===== src/sv/epd_pkg.sv =====
`timescale 1ns / 1ps

package epd_pkg;

  localparam int NUM_CH      = 3;
  localparam int ANGLE_W     = 13;
  localparam int BYTE_W      = 8;
  localparam int POS_W       = 3;
  localparam int PAYLOAD_LEN = 2 * NUM_CH;
  localparam int QUEUE_DEPTH = 2;
  localparam int CFG_IDX_W   = 2;

  localparam logic [BYTE_W-1:0] HDR_BYTE = 8'hAA;

  localparam logic [POS_W-1:0] POS_HUNT = 3'd0;
  localparam logic [POS_W-1:0] POS_CSUM = 3'd7;

  // bit 13 of a channel word, in its high byte
  localparam int ERR_BIT_HI = ANGLE_W - BYTE_W;

  localparam logic [CFG_IDX_W-1:0] CFG_OFFSET_CH0 = 2'd0;
  localparam logic [CFG_IDX_W-1:0] CFG_OFFSET_CH1 = 2'd1;
  localparam logic [CFG_IDX_W-1:0] CFG_OFFSET_CH2 = 2'd2;

  typedef logic [ANGLE_W-1:0] angle_t;

  // one deframed packet: error flag and raw position per channel
  typedef struct packed {
    logic [NUM_CH-1:0]              err;
    logic [NUM_CH-1:0][ANGLE_W-1:0] raw;
  } pkt_t;

  typedef struct packed {
    logic                 valid;
    logic [CFG_IDX_W-1:0] index;
    angle_t               data;
  } cfg_wr_t;

endpackage


===== src/sv/epd_front.sv =====
`timescale 1ns / 1ps

module epd_front (
  input  logic                 clk,
  input  logic                 rst,
  input  logic                 rx_valid,
  output logic                 rx_stall,
  input  logic [7:0]           rx_byte,
  output logic                 push_valid,
  input  logic                 push_ready,
  output epd_pkg::pkt_t        push_pkt
);
  import epd_pkg::*;

  logic [POS_W-1:0]                   pos;
  logic [PAYLOAD_LEN-1:0][BYTE_W-1:0] payload;
  logic [POS_W-1:0]                   slot;
  logic                               accept;

  assign rx_stall   = (pos == POS_CSUM) && !push_ready;
  assign accept     = rx_valid && !rx_stall;
  assign slot       = POS_W'(pos - 3'd1);
  assign push_valid = accept && (pos == POS_CSUM);

  always_comb begin
    for (int ch = 0; ch < NUM_CH; ch++) begin
      push_pkt.err[ch] = payload[2*ch+1][ERR_BIT_HI];
      push_pkt.raw[ch] = {payload[2*ch+1][ERR_BIT_HI-1:0], payload[2*ch]};
    end
  end

  always_ff @(posedge clk) begin
    if (rst) begin
      pos <= POS_HUNT;
    end else if (accept) begin
      if (pos == POS_HUNT) begin
        if (rx_byte == HDR_BYTE) begin
          pos <= 3'd1;
        end
      end else if (pos == POS_CSUM) begin
        pos <= POS_HUNT;
      end else begin
        pos <= POS_W'(pos + 3'd1);
      end
    end
  end

  // payload bytes, first in the low slot
  always_ff @(posedge clk) begin
    if (accept && pos != POS_HUNT && pos != POS_CSUM) begin
      payload[slot] <= rx_byte;
    end
  end

endmodule


===== src/sv/epd_fifo.sv =====
`timescale 1ns / 1ps

module epd_fifo #(
  parameter int DEPTH = epd_pkg::QUEUE_DEPTH
) (
  input  logic          clk,
  input  logic          rst,
  input  logic          push_valid,
  output logic          push_ready,
  input  epd_pkg::pkt_t push_pkt,
  output logic          head_valid,
  input  logic          pop,
  output epd_pkg::pkt_t head_pkt
);
  import epd_pkg::*;

  localparam int PTR_W = (DEPTH > 1) ? $clog2(DEPTH) : 1;
  localparam int CNT_W = $clog2(DEPTH + 1);
  localparam logic [PTR_W-1:0] LAST = PTR_W'(DEPTH - 1);

  pkt_t             entries [DEPTH];
  logic [PTR_W-1:0] wr_ptr;
  logic [PTR_W-1:0] rd_ptr;
  logic [CNT_W-1:0] count;
  logic             do_push;
  logic             do_pop;

  assign push_ready = (count != CNT_W'(DEPTH));
  assign head_valid = (count != '0);
  assign head_pkt   = entries[rd_ptr];
  assign do_push    = push_valid && push_ready;
  assign do_pop     = pop && head_valid;

  always_ff @(posedge clk) begin
    if (rst) begin
      wr_ptr <= '0;
      rd_ptr <= '0;
      count  <= '0;
    end else begin
      if (do_push) begin
        wr_ptr <= (wr_ptr == LAST) ? '0 : PTR_W'(wr_ptr + 1'b1);
      end
      if (do_pop) begin
        rd_ptr <= (rd_ptr == LAST) ? '0 : PTR_W'(rd_ptr + 1'b1);
      end
      if (do_push && !do_pop) begin
        count <= CNT_W'(count + 1'b1);
      end else if (do_pop && !do_push) begin
        count <= CNT_W'(count - 1'b1);
      end
    end
  end

  always_ff @(posedge clk) begin
    if (do_push) begin
      entries[wr_ptr] <= push_pkt;
    end
  end

endmodule


===== src/sv/epd_back.sv =====
`timescale 1ns / 1ps

module epd_back (
  input  logic                                        clk,
  input  logic                                        rst,
  input  epd_pkg::cfg_wr_t                            cfg_wr,
  input  logic                                        head_valid,
  input  epd_pkg::pkt_t                               head_pkt,
  output logic                                        pop,
  output logic                                        out_valid,
  input  logic                                        out_stall,
  output logic [epd_pkg::NUM_CH-1:0][epd_pkg::ANGLE_W-1:0] out_angle,
  output logic [epd_pkg::NUM_CH-1:0]                  out_ok
);
  import epd_pkg::*;

  angle_t [NUM_CH-1:0] offset;
  angle_t [NUM_CH-1:0] angle_next;

  assign pop = head_valid && (!out_valid || !out_stall);

  // error flag forces the angle to zero
  always_comb begin
    for (int ch = 0; ch < NUM_CH; ch++) begin
      angle_next[ch] = head_pkt.err[ch] ? '0
                     : ANGLE_W'(head_pkt.raw[ch] - offset[ch]);
    end
  end

  always_ff @(posedge clk) begin
    if (rst) begin
      offset <= '0;
    end else if (cfg_wr.valid) begin
      unique case (cfg_wr.index)
        CFG_OFFSET_CH0: offset[0] <= cfg_wr.data;
        CFG_OFFSET_CH1: offset[1] <= cfg_wr.data;
        CFG_OFFSET_CH2: offset[2] <= cfg_wr.data;
        default: ;
      endcase
    end
  end

  always_ff @(posedge clk) begin
    if (rst) begin
      out_valid <= 1'b0;
    end else if (pop) begin
      out_valid <= 1'b1;
    end else if (!out_stall) begin
      out_valid <= 1'b0;
    end
  end

  always_ff @(posedge clk) begin
    if (pop) begin
      out_angle <= angle_next;
      out_ok    <= ~head_pkt.err;
    end
  end

endmodule


===== src/sv/encoder_packet_deframer.sv =====
`timescale 1ns / 1ps
// a result passes through the queue and the output register after its checksum beat is accepted
// throughput: one byte beat per cycle while rx_stall is low; one result per packet of eight beats
// a two-entry queue between framer and output register absorbs output stalls
// rst (synchronous) returns to header hunting, drops queued results, clears offsets
// config writes are always ready and take effect on the next cycle

module encoder_packet_deframer #(
  parameter int QUEUE_DEPTH = epd_pkg::QUEUE_DEPTH
) (
  input  logic        clk,
  input  logic        rst,
  input  logic        rx_valid,
  output logic        rx_stall,
  input  logic [7:0]  rx_byte,
  input  logic        cfg_valid,
  output logic        cfg_ready,
  input  logic [1:0]  cfg_index,
  input  logic [12:0] cfg_data,
  output logic        out_valid,
  input  logic        out_stall,
  output logic [12:0] angle_ch0,
  output logic [12:0] angle_ch1,
  output logic [12:0] angle_ch2,
  output logic        valid_ch0,
  output logic        valid_ch1,
  output logic        valid_ch2
);
  import epd_pkg::*;

  logic                            push_valid;
  logic                            push_ready;
  pkt_t                            push_pkt;
  logic                            head_valid;
  pkt_t                            head_pkt;
  logic                            pop;
  cfg_wr_t                         cfg_wr;
  logic [NUM_CH-1:0][ANGLE_W-1:0]  out_angle;
  logic [NUM_CH-1:0]               out_ok;

  assign cfg_ready    = 1'b1;
  assign cfg_wr.valid = cfg_valid && cfg_ready;
  assign cfg_wr.index = cfg_index;
  assign cfg_wr.data  = cfg_data;

  epd_front u_front (
    .clk        (clk),
    .rst        (rst),
    .rx_valid   (rx_valid),
    .rx_stall   (rx_stall),
    .rx_byte    (rx_byte),
    .push_valid (push_valid),
    .push_ready (push_ready),
    .push_pkt   (push_pkt)
  );

  epd_fifo #(
    .DEPTH (QUEUE_DEPTH)
  ) u_fifo (
    .clk        (clk),
    .rst        (rst),
    .push_valid (push_valid),
    .push_ready (push_ready),
    .push_pkt   (push_pkt),
    .head_valid (head_valid),
    .pop        (pop),
    .head_pkt   (head_pkt)
  );

  epd_back u_back (
    .clk        (clk),
    .rst        (rst),
    .cfg_wr     (cfg_wr),
    .head_valid (head_valid),
    .head_pkt   (head_pkt),
    .pop        (pop),
    .out_valid  (out_valid),
    .out_stall  (out_stall),
    .out_angle  (out_angle),
    .out_ok     (out_ok)
  );

  assign angle_ch0 = out_angle[0];
  assign angle_ch1 = out_angle[1];
  assign angle_ch2 = out_angle[2];
  assign valid_ch0 = out_ok[0];
  assign valid_ch1 = out_ok[1];
  assign valid_ch2 = out_ok[2];

endmodule


===== config.mk =====
export PLATFORM = sky130hd
export DESIGN_NAME = encoder_packet_deframer
export DESIGN_NICKNAME = d
export VERILOG_FILES = /design/src/sv/epd_pkg.sv /design/src/sv/epd_front.sv /design/src/sv/epd_fifo.sv /design/src/sv/epd_back.sv /design/src/sv/encoder_packet_deframer.sv
export SDC_FILE = /design/constraint.sdc
export NUM_CORES = 1
export LEC_CHECK = 0
export BUFFER_PORTS_ARGS = -buffer_cell sky130_fd_sc_hd__buf_4
export CAP_MARGIN = 10
export CORE_AREA = 3 3 155 157
export DETAILED_ROUTE_END_ITERATION = 6
export DIE_AREA = 0 0 158 160
export HOLD_SLACK_MARGIN = 0.05
export PLACE_DENSITY_LB_ADDON = 0.12
export SYNTH_ARGS = -nofsm -noshare
export SYNTH_HDL_FRONTEND = slang
export SYNTH_SLANG_ARGS = --single-unit

===== constraint.sdc =====
create_clock -name clk -period 6.8 [get_ports clk]
set_input_delay 0.34 -clock clk [delete_from_list [all_inputs] [get_ports clk]]
set_output_delay 0.34 -clock clk [all_outputs]
set_load 0.1 [all_outputs]

==> impl_metrics.csv, run 1 <==
group,metric,value,unit
clocking,cts_resized,0,
detailed_routing,drc,0,
global_route,grt_max_degree,49,
place,dp_hpwl,14300,um
timing,finalSetupTns,0,ns
job,maxCapViolations,0,
power_and_ir_drop,internal_power,2740,uW
floorplan,io_pins,73,
clocking,cts.sinks,216,
power_and_ir_drop,p_clk_share,27.1,%
clocking,cts-hold-fix-buffers,1,
timing,hold_viol_final,0,
critical_path,start_kind,"flop",
synthesis,syn_inst,763,
timing,finalCriticalPeriod,3.24,ns
clocking,cts_setup_buffers,0,
clocking,cts_htree_levels,1,
timing,setup_viol,0,
critical_path,r2r_setup_slack,3.56,ns
detailed_routing,vias,6013,
synthesis,synth_top_cell_by_area,"edfxtp_1",
detailed_routing,finalWirelength,21000,um
critical_path,crit_fanout,23,
final_layout,drive_above_1_share,18.6,%
global_route,gr-usage-all-layers,16.7,%
synthesis,synthFlopType,"edfxtp_1",
critical_path,crit_required,7.05,ns
min_path,min_path_cells,3,
clocking,cts_made_buffers,25,
detailed_routing,ant_nets,0,
synthesis,yosys_warnings,0,
floorplan,die_y,160,um
synthesis,synth.net_count,835,
place,gp_congestion,0.833,
synthesis,synth_top_area_share,53.3,%
power_and_ir_drop,pwr-share-comb,37.0,%
timing,maxClockFrequency,0.309,GHz
clocking,clk_pin_slew,0.06,ns
synthesis,async_reset_ff_share,0,%
synthesis,synth_seq_cells,216,
timing,min_period_over_period,47.6,%
power_and_ir_drop,pwr-share-seq,35.9,%
global_route,grt_pass1_vias,6171,
synthesis,synth_edf_count,168,
synthesis,synth.distinct_cells,59,
floorplan,initial_core_util,41.8,%
global_route,antenna_found_initial,2,
power_and_ir_drop,vdd_ir_drop_max,0.000239,V
critical_path,worst-r2r-cell-count,8,
final_layout,fillers,1997,
detailed_routing,via_per_inst,5.23,
clocking,clock_latency,0.52,ns
synthesis,ys_top_cells_by_area,"edfxtp_1 (53%), dfxtp_1 (10%), ha_1 (5.4%)",
run_status,status,"complete, no violations",
synthesis,synth_area,9460,um2
timing,maxSlewHeadroom,18.2,%
timing,rsz0062_at_grt,"false",
floorplan,die_x,158,um
critical_path,critPathKind,"reg2reg",
global_route,overflow,0,
final_layout,syn2layout_area_growth,17.3,%
min_path,hold_path.class,"in2reg",
clocking,clk_path_buf_depth,3,
final_layout,fin_nets,918,
power_and_ir_drop,switching_power,1900,uW
timing,finClkSkew,0.0127,ns
place,port_buffers,71,
synthesis,avgSynthCellArea,12.4,um2
floorplan,dieArea,25300,um2
final_layout,multi_input_area,3190,um2
detailed_routing,drt_first_iter_violations,351,
min_path,hold_path_end,"u_back.offset[25]$_SDFFE_PP0P_",
detailed_routing,wl_per_cell,18.2,um
detailed_routing,firstDrtPassIters,5,
clocking,tritoncts,"built",
final_layout,final_util,49.0,%
power_and_ir_drop,p_sw_share,40.9,%
power_and_ir_drop,leakage,0.00396,uW
floorplan,core_area,22600,um2
final_layout,antenna_cells,0,
min_path,hp-start,"cfg_data[12]",
synthesis,ys_seq_area_share,63.5,%
final_layout,regArea,6010,um2
timing,worst_pin_slew,1.22,ns
critical_path,reg2reg_to,"u_back.out_angle[24]$_SDFFCE_PP0P_",
critical_path,crit_arrival,3.49,ns
timing,slew_viol_final,0,
power_and_ir_drop,powerDensity,418,nW/um2
floorplan,row_count,55,
clocking,root_buffer,"clkbuf_16",
critical_path,end_kind,"flop",
global_route,grt_pass1_wl,33000,um
[through the flow]
step / power [uW] / worst slack, ns / hold WS [ns] / instance area, um2 / cells
after floorplan: 3080 / 3.37 / 0.421 / 9460 / 763
after global placement: 3410 / 3.64 / 0.422 / 10300 / 1102
after detailed placement: 3420 / 3.57 / 0.429 / 10300 / 1102
after CTS: 4690 / 3.55 / 0.0509 / 11100 / 1149
after global routing: 4840 / 3.37 / 0.0957 / 11100 / 1150
final: 4640 / 3.56 / 0.110 / 11100 / 1150
[layout by cell type, fill, tap and decap left out, types with 5 or more instances in the layout]
master | synthesis | routed
nand2_1 | 109 | 109
nor2b_1 | 12 | 11
inv_1 | 43 | 42
dfxtp_1 | 48 | 47
nor3_1 | 20 | 20
edfxtp_1 | 168 | 168
nand2b_1 | 11 | 11
xor2_1 | 6 | 6
o21a_1 | 10 | 10
or2_2 | 5 | 5
or3_1 | 5 | 5
xnor2_1 | 10 | 10
clkbuf_16 | 0 | 26
nand3_1 | 11 | 11
mux2_2 | 33 | 33
buf_4 | 1 | 75
o31a_1 | 5 | 5
a21o_1 | 10 | 10
a21oi_1 | 62 | 62
nor2_1 | 42 | 42
a211oi_1 | 6 | 6
o21ai_0 | 18 | 18
ha_1 | 41 | 41
mux2i_1 | 16 | 16
clkinv_2 | 1 | 11
[power groups by stage]
stage / registers, uW / logic (uW) / clock network, uW
3_5_place_dp: 1700 / 1730 / 0
5_1_grt: 1680 / 1810 / 1350
6_report: 1660 / 1720 / 1260
4_1_cts: 1670 / 1730 / 1290
2_1_floorplan: 2640 / 440 / 0
3_3_place_gp: 1690 / 1720 / 0
[synth_stat cells, types with 11 or more instances]
cell and instances:
inv_1 43, o21ai_0 18, nand2_1 109, nor2b_1 12
dfxtp_1 48, nor3_1 20, ha_1 41, nor2_1 42
nand2b_1 11, mux2_2 33, mux2i_1 16, clkbuf_1 12
a21oi_1 62, nand3_1 11, edfxtp_1 168
[worst max path at each step]
| stage | endpoint | startpoint | slack (ns) | depth (start not counted) |
|---|---|---|---|---|
| after floorplan | u_fifo.entries[0][0]$_DFFE_PP_ | u_front.pos[0]$_SDFFE_PP0P_ | 3.37 | 5 |
| after global placement | u_back.out_angle[24]$_SDFFCE_PP0P_ | flop | 3.64 | 8 |
| after detailed placement | u_back.out_angle[24]$_SDFFCE_PP0P_ | flop | 3.57 | 8 |
| after CTS | u_back.out_angle[24]$_SDFFCE_PP0P_ | flop | 3.55 | 8 |
| after global routing | u_back.out_angle[24]$_SDFFCE_PP0P_ | flop | 3.37 | 8 |
| final | u_back.out_angle[24]$_SDFFCE_PP0P_ | flop | 3.56 | 8 |
[cells by family after synthesis]
group | share of synthesized area [%]
fa+ha+maj | 6.06
mux | 5.62
compound gates | 8.70
simple gates | 11.8
buf+inv | 2.82
xor+xnor | 1.48
flops | 63.5
other cells | 0.0396
[worst max-delay path, cell delays in order (launching register included)]
cell,delay [ns]
dfxtp_2,0.68
buf_4,0.45
mux2_2,0.39
ha_1,0.35
a21o_1,0.21
nor3_1,0.18
a21oi_1,0.17
a311oi_1,0.39
mux2i_1,0.13
[per-layer routing]
metal  up-vias  GRT usage, %  wire length (um)
met5         -             0                 0
met4         0          5.94               625
met3        39          2.95              1140
met2       151          27.1              9980
met1      2896          22.5              9240
li1       2927             -                 -
[flip-flops by register name, indices dropped and copies added, names as in the netlist, named ones only]
| signal | count |
|---|---|
| u_back.out_valid | 1 |
| u_back.out_ok | 3 |
| u_front.pos | 3 |
| u_front.push_pkt | 42 |
| u_fifo.count | 2 |
| u_fifo.wr_ptr | 1 |
| u_back.out_angle | 39 |
| u_fifo.entries | 84 |
| u_back.offset | 39 |
| u_fifo.rd_ptr | 1 |
[layout make-up]
class / instances / share of cell area, %
Clock buffer: 31 / 6.13
Clock inverter: 15 / 0.903
Inverter: 45 / 1.53
Multi-Input combinational cell: 481 / 28.8
Sequential cell: 216 / 54.2
Tap cell: 285 / 3.22
Timing Repair Buffer: 77 / 5.26
(Power assumes the default switching activity.)
==> run 2, diff against run 1 <==
Settings changed: ABC_AREA set to 1, CORE_AREA 3 3 155 157 to 3 3 158 160, DIE_AREA 0 0 158 160 to 0 0 161 163.
Clock period 6.8 ns to 2.7 ns, I/O delays scaled along.
==> run 2 against run 1 <==
Against the previous run:
- clock skew rose by 0.0055 ns
- worst hold slack got worse by 0.015 ns
- sequential share of layout area fell by 4.0 points
- power rose to 3.0 times the previous value
- sequential power rose to 2.6 times the previous value
- utilization rose by 1.9 points
- die area rose by 3.8%
- first-iteration DRC count rose by 25%
- flip-flop and latch count did not move
- critical path type unchanged
- largest cell class unchanged
==> impl_metrics.csv, run 2 <==
group,metric,value,unit
place,port_buffers,71,
floorplan,initial_core_util,41.8,%
synthesis,synth_top_family_by_area,"simple AND/OR/NAND/NOR gates",
clocking,clk_path_buf_depth,3,
clocking,clock_latency,0.51,ns
floorplan,io_pins,73,
timing,maxClockFrequency,0.425,GHz
timing,maxSlewHeadroom,51.8,%
synthesis,yosysMostFrequentCell,"nand2_1",
synthesis,yosys_warnings,0,
critical_path,start_kind,"flop",
final_layout,antenna_cells,0,
final_layout,layout_commonest_cell,"nand2_1",
synthesis,avgSynthCellArea,9.38,um2
critical_path,crit_arrival,2.67,ns
critical_path,critPathKind,"reg2reg",
power_and_ir_drop,powerDensity,1170,nW/um2
critical_path,r2r_setup_slack,0.35,ns
final_layout,regMostFlops,"u_fifo.entries",
synthesis,ys_seq_area_share,61.1,%
clocking,cts_setup_buffers,0,
detailed_routing,drt_first_iter_violations,439,
clocking,root_buffer,"clkbuf_16",
synthesis,async_reset_ff_share,0,%
final_layout,drive_above_1_share,11.8,%
detailed_routing,wl_per_cell,14.7,um
critical_path,crit_top_cell,"nand2_1",
floorplan,row_count,56,
final_layout,syn2layout_area_growth,21.7,%
timing,slew_viol_final,0,
synthesis,syn_inst,1048,
critical_path,max_stage_delay,0.45,ns
synthesis,ys_top_cells_by_area,"edfxtp_1 (51%), nand2_1 (12%), dfxtp_1 (9.8%)",
critical_path,crit_required,3.01,ns
detailed_routing,via_per_inst,4.58,
synthesis,synth_seq_cells,216,
detailed_routing,finalWirelength,22200,um
critical_path,crit_fanout,14,
timing,rsz0062_at_grt,"false",
synthesis,synth_compound_area_share,6.41,%
place,gp_congestion,0.921,
timing,worst_pin_slew,0.721,ns
global_route,gr-usage-all-layers,16.9,%
timing,finClkSkew,0.0182,ns
detailed_routing,vias,6911,
global_route,grt_max_degree,44,
timing,finalCriticalPeriod,2.35,ns
floorplan,die_y,163,um
critical_path,cp_slowest_cell,"fa_1",
global_route,grt_pass1_vias,6598,
floorplan,dieArea,26200,um2
detailed_routing,drc,0,
final_layout,largest_reg_flops,84,
clocking,cts_htree_levels,1,
run_status,status,"complete, no violations",
place,placed_area,10900,um2
synthesis,yosys.area_share.xor_xnor,0.267,%
synthesis,synthFlopType,"edfxtp_1",
synthesis,synth_common_cells,"nand2_1 (323), edfxtp_1 (168), inv_1 (163)",
synthesis,synth.net_count,1120,
synthesis,synth_mux_area_share,0.305,%
power_and_ir_drop,vdd_ir_drop_max,0.000719,V
synthesis,synth_edf_count,168,
clocking,cts.sinks,216,
synthesis,synth_top_area_share,51.3,%
synthesis,synth_area,9830,um2
clocking,cts_resized,0,
clocking,cts_made_buffers,24,
critical_path,end_kind,"flop",
clocking,tritoncts,"built",
timing,setup_viol,0,
detailed_routing,firstDrtPassIters,5,
final_layout,final_util,50.9,%
synthesis,synth_top_cell_by_area,"edfxtp_1",
power_and_ir_drop,power,14000,uW
timing,hold_viol_final,0,
min_path,hold_path.class,"in2reg",
synthesis,yosys.area_share.adder,5.83,%
global_route,antenna_found_initial,0,
synthesis,synth.distinct_cells,27,
synthesis,synth-simple-area-share,18.8,%
global_route,overflow,0,
timing,whs,0.0951,ns
critical_path,crit_chain,"buf_4 -> mux2i_1 -> ha_1 -> fa_1 -> o21ai_0 -> buf_4 -> nand2_1 -> nand2_1 -> nand2_1 -> a21oi_1",
place,dp_hpwl,16400,um
final_layout,fin_area,12000,um2
global_route,grt_pass1_wl,34900,um
timing,finalSetupTns,0,ns
timing,min_period_over_period,87.2,%
final_layout,fin_nets,1244,
final_layout,layout_common_cells,"nand2_1 (323), edfxtp_1 (168), inv_1 (162)",
clocking,clk_pin_slew,0.06,ns
job,maxCapViolations,0,
floorplan,die_x,161,um
detailed_routing,ant_nets,0,
floorplan,core_area,23500,um2
power_and_ir_drop,leakage,0.00523,uW
run 2: cell types whose count changed after synthesis, moves of 8 or more:
cell	change
nand2_1	+214
inv_1	+120
nor2_1	+50
mux2_2	-33
o21ai_0	+33
nand3_1	+25
nor3_1	-14
mux2i_1	-13
nor2b_1	-12
nand2b_1	-11
a21o_1	-10
o21a_1	-10
xnor2_1	-10
a21oi_1	+8
run 2: what timing repair did:
action / in CTS / in global routing
hold buffers: 28 / 0
endpoints found under the setup margin: 0 / 0
endpoints found under the hold margin: 88 / 0
run 2: cell type report:
| cell class | instances | area, um2 |
|---|---|---|
| sequential | 216 | 6010 |
| clock buffer | 32 | 662 |
| timing repair buffer | 120 | 1010 |
| inverter | 164 | 616 |
| tap | 319 | 399 |
| multi-input combinational | 646 | 3130 |
| clock inverter | 12 | 153 |
| fill | 2186 | 11600 |
run 2: power by group:
group | internal, uW | leakage, uW | switching (uW) | total, uW
combinational | 1550 | 0.00290 | 4860 | 6410
sequential | 4160 | 0.00194 | 128 | 4290
clock | 2020 | 0.000397 | 1280 | 3300
run 2: cell families after synthesis:
group / after synthesis
compound gates: 125
other cells: 1
buf+inv: 186
mux: 3
xor+xnor: 3
fa+ha+maj: 44
flops: 216
simple gates: 470
run 2: through the flow:
step           setup WS (ns)  std cells
2_1_floorplan         0.0373       1048
3_3_place_gp           0.429       1437
3_5_place_dp           0.405       1437
4_1_cts                0.386       1509
5_1_grt                0.175       1509
6_report               0.345       1509
run 2: critical path, delay by kind of cell (launching register included):
| family | cells | cell delay, ns |
|---|---|---|
| AOI/OAI and AO/OA | 2 | 0.40 |
| adders and majority gates | 2 | 0.66 |
| buffers and inverters | 2 | 0.41 |
| DFF | 1 | 0.42 |
| muxes | 1 | 0.10 |
| and+or+nand+nor | 3 | 0.17 |
run 2: final timing paths:
path                                  start                                  to  depth (start not counted)
max                                    flop  u_back.out_angle[19]$_SDFFCE_PP0P_                         10
min                               cfg_valid      u_back.offset[13]$_SDFFE_PP0P_                          5
max reg2reg                            flop  u_back.out_angle[19]$_SDFFCE_PP0P_                         10
min reg2reg  u_front.push_pkt[23]$_DFFE_PP_     u_fifo.entries[1][23]$_DFFE_PP_                          0
run 2: metal layers:
layer | GRT usage (%) | up-vias | wire, um
met5 | 0 | - | 0
met4 | 5.04 | 0 | 558
met3 | 2.52 | 37 | 1000
met2 | 26.2 | 149 | 9690
met1 | 24.8 | 3090 | 10900
li1 | - | 3635 | -
==> run 3, diff against run 2 <==
Settings changed: CAP_MARGIN 10 to 30, CORE_AREA 3 3 158 160 to 3 3 139 141, DIE_AREA 0 0 161 163 to 0 0 142 144.
==> run 3 against run 2 <==
Against the previous run:
- clock skew decreased by 0.0065 ns
- register-to-register slack improved by 0.08 ns
- worst setup slack improved by 0.083 ns
- fmax increased by 3.6%
- via count increased by 0.87%
- first-iteration DRC count increased by 8.2%
- critical path depth increased by 1
- cell count decreased by 6.0%
- flip-flop and latch count unchanged
- utilization increased by 15 points
- critical endpoint is now u_back.out_angle[7]$_SDFFCE_PP0P_
- largest cell class unchanged
==> impl_metrics.csv, run 3 (synthesis gave the netlist of run 2 again) <==
group,metric,value,unit
power_and_ir_drop,internal_power,7660,uW
timing,maxSlewHeadroom,53.8,%
floorplan,dieArea,20400,um2
power_and_ir_drop,leakage,0.00522,uW
clocking,clock_latency,0.51,ns
critical_path,max_stage_delay,0.39,ns
clocking,root_buffer,"clkbuf_16",
timing,hold_viol_final,0,
clocking,cts_setup_buffers,0,
final_layout,drive_above_1_share,11.5,%
final_layout,multi_input_area,3130,um2
min_path,min_path_cells,5,
place,dp_hpwl,15000,um
global_route,grt.met2_usage,32.8,%
detailed_routing,firstDrtPassIters,5,
global_route,grt_util_met3,3.08,%
floorplan,row_count,49,
timing,rsz0062_at_grt,"false",
place,gp_congestion,0.901,
detailed_routing,vias,6971,
global_route,grt_max_degree,43,
critical_path,crit_required,2.96,ns
power_and_ir_drop,p_clk_share,23.3,%
detailed_routing,ant_nets,0,
timing,worst_pin_slew,0.693,ns
floorplan,initial_core_util,54.4,%
global_route,use_met1,29.0,%
floorplan,die_y,144,um
detailed_routing,drc,0,
global_route,grt_pass1_vias,6440,
detailed_routing,drt_first_iter_violations,475,
floorplan,core_area,18100,um2
global_route,grt_pass1_wl,32600,um
critical_path,cp_slowest_cell,"dfxtp_1",
critical_path,end_kind,"flop",
place,port_buffers,71,
final_layout,regMostFlops,"u_fifo.entries",
run_status,status,"complete, no violations",
timing,finalSetupTns,0,ns
critical_path,crit_arrival,2.53,ns
critical_path,critPathKind,"reg2reg",
critical_path,crit_chain,"inv_2 -> or2_2 -> o21ai_0 -> inv_1 -> ha_1 -> nand3_1 -> nand3_1 -> a21oi_1 -> nand2_1 -> nand2_1 -> nor2_1",
critical_path,worst-r2r-cell-count,11,
clocking,cts_htree_levels,1,
global_route,overflow,0,
final_layout,regArea,6010,um2
critical_path,crit_fanout,17,
detailed_routing,finalWirelength,20600,um
final_layout,fillers,1482,
timing,finalCriticalPeriod,2.27,ns
min_path,hold_path_end,"u_front.pos[0]$_SDFFE_PP0P_",
job,maxCapViolations,0,
critical_path,start_kind,"flop",
critical_path,r2r_setup_slack,0.43,ns
min_path,hp-start,"rx_valid",
global_route,antenna_found_initial,0,
timing,setup_viol,0,
final_layout,layout_commonest_cell,"nand2_1",
final_layout,largest_reg_flops,84,
floorplan,die_x,142,um
global_route,gr-usage-all-layers,20.3,%
power_and_ir_drop,switching_power,6210,uW
clocking,clk_pin_slew,0.06,ns
detailed_routing,via_per_inst,4.91,
final_layout,antenna_cells,0,
power_and_ir_drop,p_sw_share,44.8,%
final_layout,final_util,65.4,%
timing,maxClockFrequency,0.440,GHz
final_layout,layout_common_cells,"nand2_1 (323), edfxtp_1 (168), inv_1 (162)",
power_and_ir_drop,powerDensity,1170,nW/um2
timing,finClkSkew,0.0117,ns
power_and_ir_drop,pwr-share-comb,45.8,%
min_path,hold_path.class,"in2reg",
clocking,clk_path_buf_depth,3,
final_layout,syn2layout_area_growth,20.3,%
clocking,tritoncts,"built",
power_and_ir_drop,pwr-share-seq,30.9,%
global_route,gr-max-usage-layer,"met2",
floorplan,io_pins,73,
detailed_routing,wl_per_cell,14.5,um
timing,slew_viol_final,0,
clocking,cts_made_buffers,24,
critical_path,reg2reg_to,"u_back.out_angle[7]$_SDFFCE_PP0P_",
timing,min_period_over_period,84.1,%
clocking,cts.sinks,216,
power_and_ir_drop,vdd_ir_drop_max,0.000863,V
final_layout,fin_nets,1244,
-- run 3: worst max-delay path: cells and delay by family, from the launching register on --
| family | cells | cell delay [ns] |
|---|---|---|
| buf+inv | 2 | 0.24 |
| fa+ha+maj | 1 | 0.31 |
| flops | 1 | 0.39 |
| simple gates | 6 | 0.73 |
| compound gates | 2 | 0.36 |
-- run 3: area by class of cell --
type                    count  share of cell area, %
inverters                 164                   5.20
multi-input cells         646                   26.5
well taps                 229                   2.42
repair buffers            120                   8.42
flip-flops and latches    216                   50.8
clock buffers              29                   5.42
clock inverters            15                   1.31
-- run 3: worst max path at each step --
| stage | start | endpoint | depth (start not counted) |
|---|---|---|---|
| after detailed placement | flop | u_back.out_angle[12]$_SDFFCE_PP0P_ | 12 |
| after global placement | flop | u_back.out_angle[6]$_SDFFCE_PP0P_ | 13 |
| after global routing | flop | u_back.out_angle[11]$_SDFFCE_PP0P_ | 14 |
| after CTS | flop | u_back.out_angle[7]$_SDFFCE_PP0P_ | 11 |
| after floorplan | u_front.pos[0]$_SDFFE_PP0P_ | u_fifo.entries[1][0]$_DFFE_PP_ | 7 |
| final | flop | u_back.out_angle[7]$_SDFFCE_PP0P_ | 11 |
-- run 3: per-layer routing --
layer  vias to the layer above  share of wire (%)
li1                       3638                  -
met1                      3150                 48
met2                       148                 46
met3                        35                4.5
met4                         0                2.1
met5                         -                  0
-- run 3: power groups by stage --
| stage | logic [uW] | clock network [uW] | registers, uW |
|---|---|---|---|
| final | 6350 | 3230 | 4290 |
| after global routing | 6920 | 3430 | 4330 |
| after CTS | 6360 | 3280 | 4290 |
| after detailed placement | 6310 | 0 | 4360 |
| after floorplan | 2430 | 0 | 6810 |
| after global placement | 6240 | 0 | 4350 |
-- run 3: timing repair --
action,4_1_cts,5_1_grt
hold buffers,28,0
hold endpoints to repair,84,0
gates resized for setup,0,0
-- run 3: stage by stage --
step / power (uW) / instances / hold slack, ns / cell area [um2] / worst slack (ns)
3_3_place_gp: 10600 / 1347 / 0.372 / 10800 / 0.432
2_1_floorplan: 9250 / 1048 / 0.204 / 9840 / 0.0373
6_report: 13900 / 1419 / 0.0986 / 11800 / 0.428
5_1_grt: 14700 / 1419 / 0.135 / 11800 / 0.168
3_5_place_dp: 10700 / 1347 / 0.373 / 10800 / 0.443
4_1_cts: 13900 / 1419 / 0.0865 / 11800 / 0.416
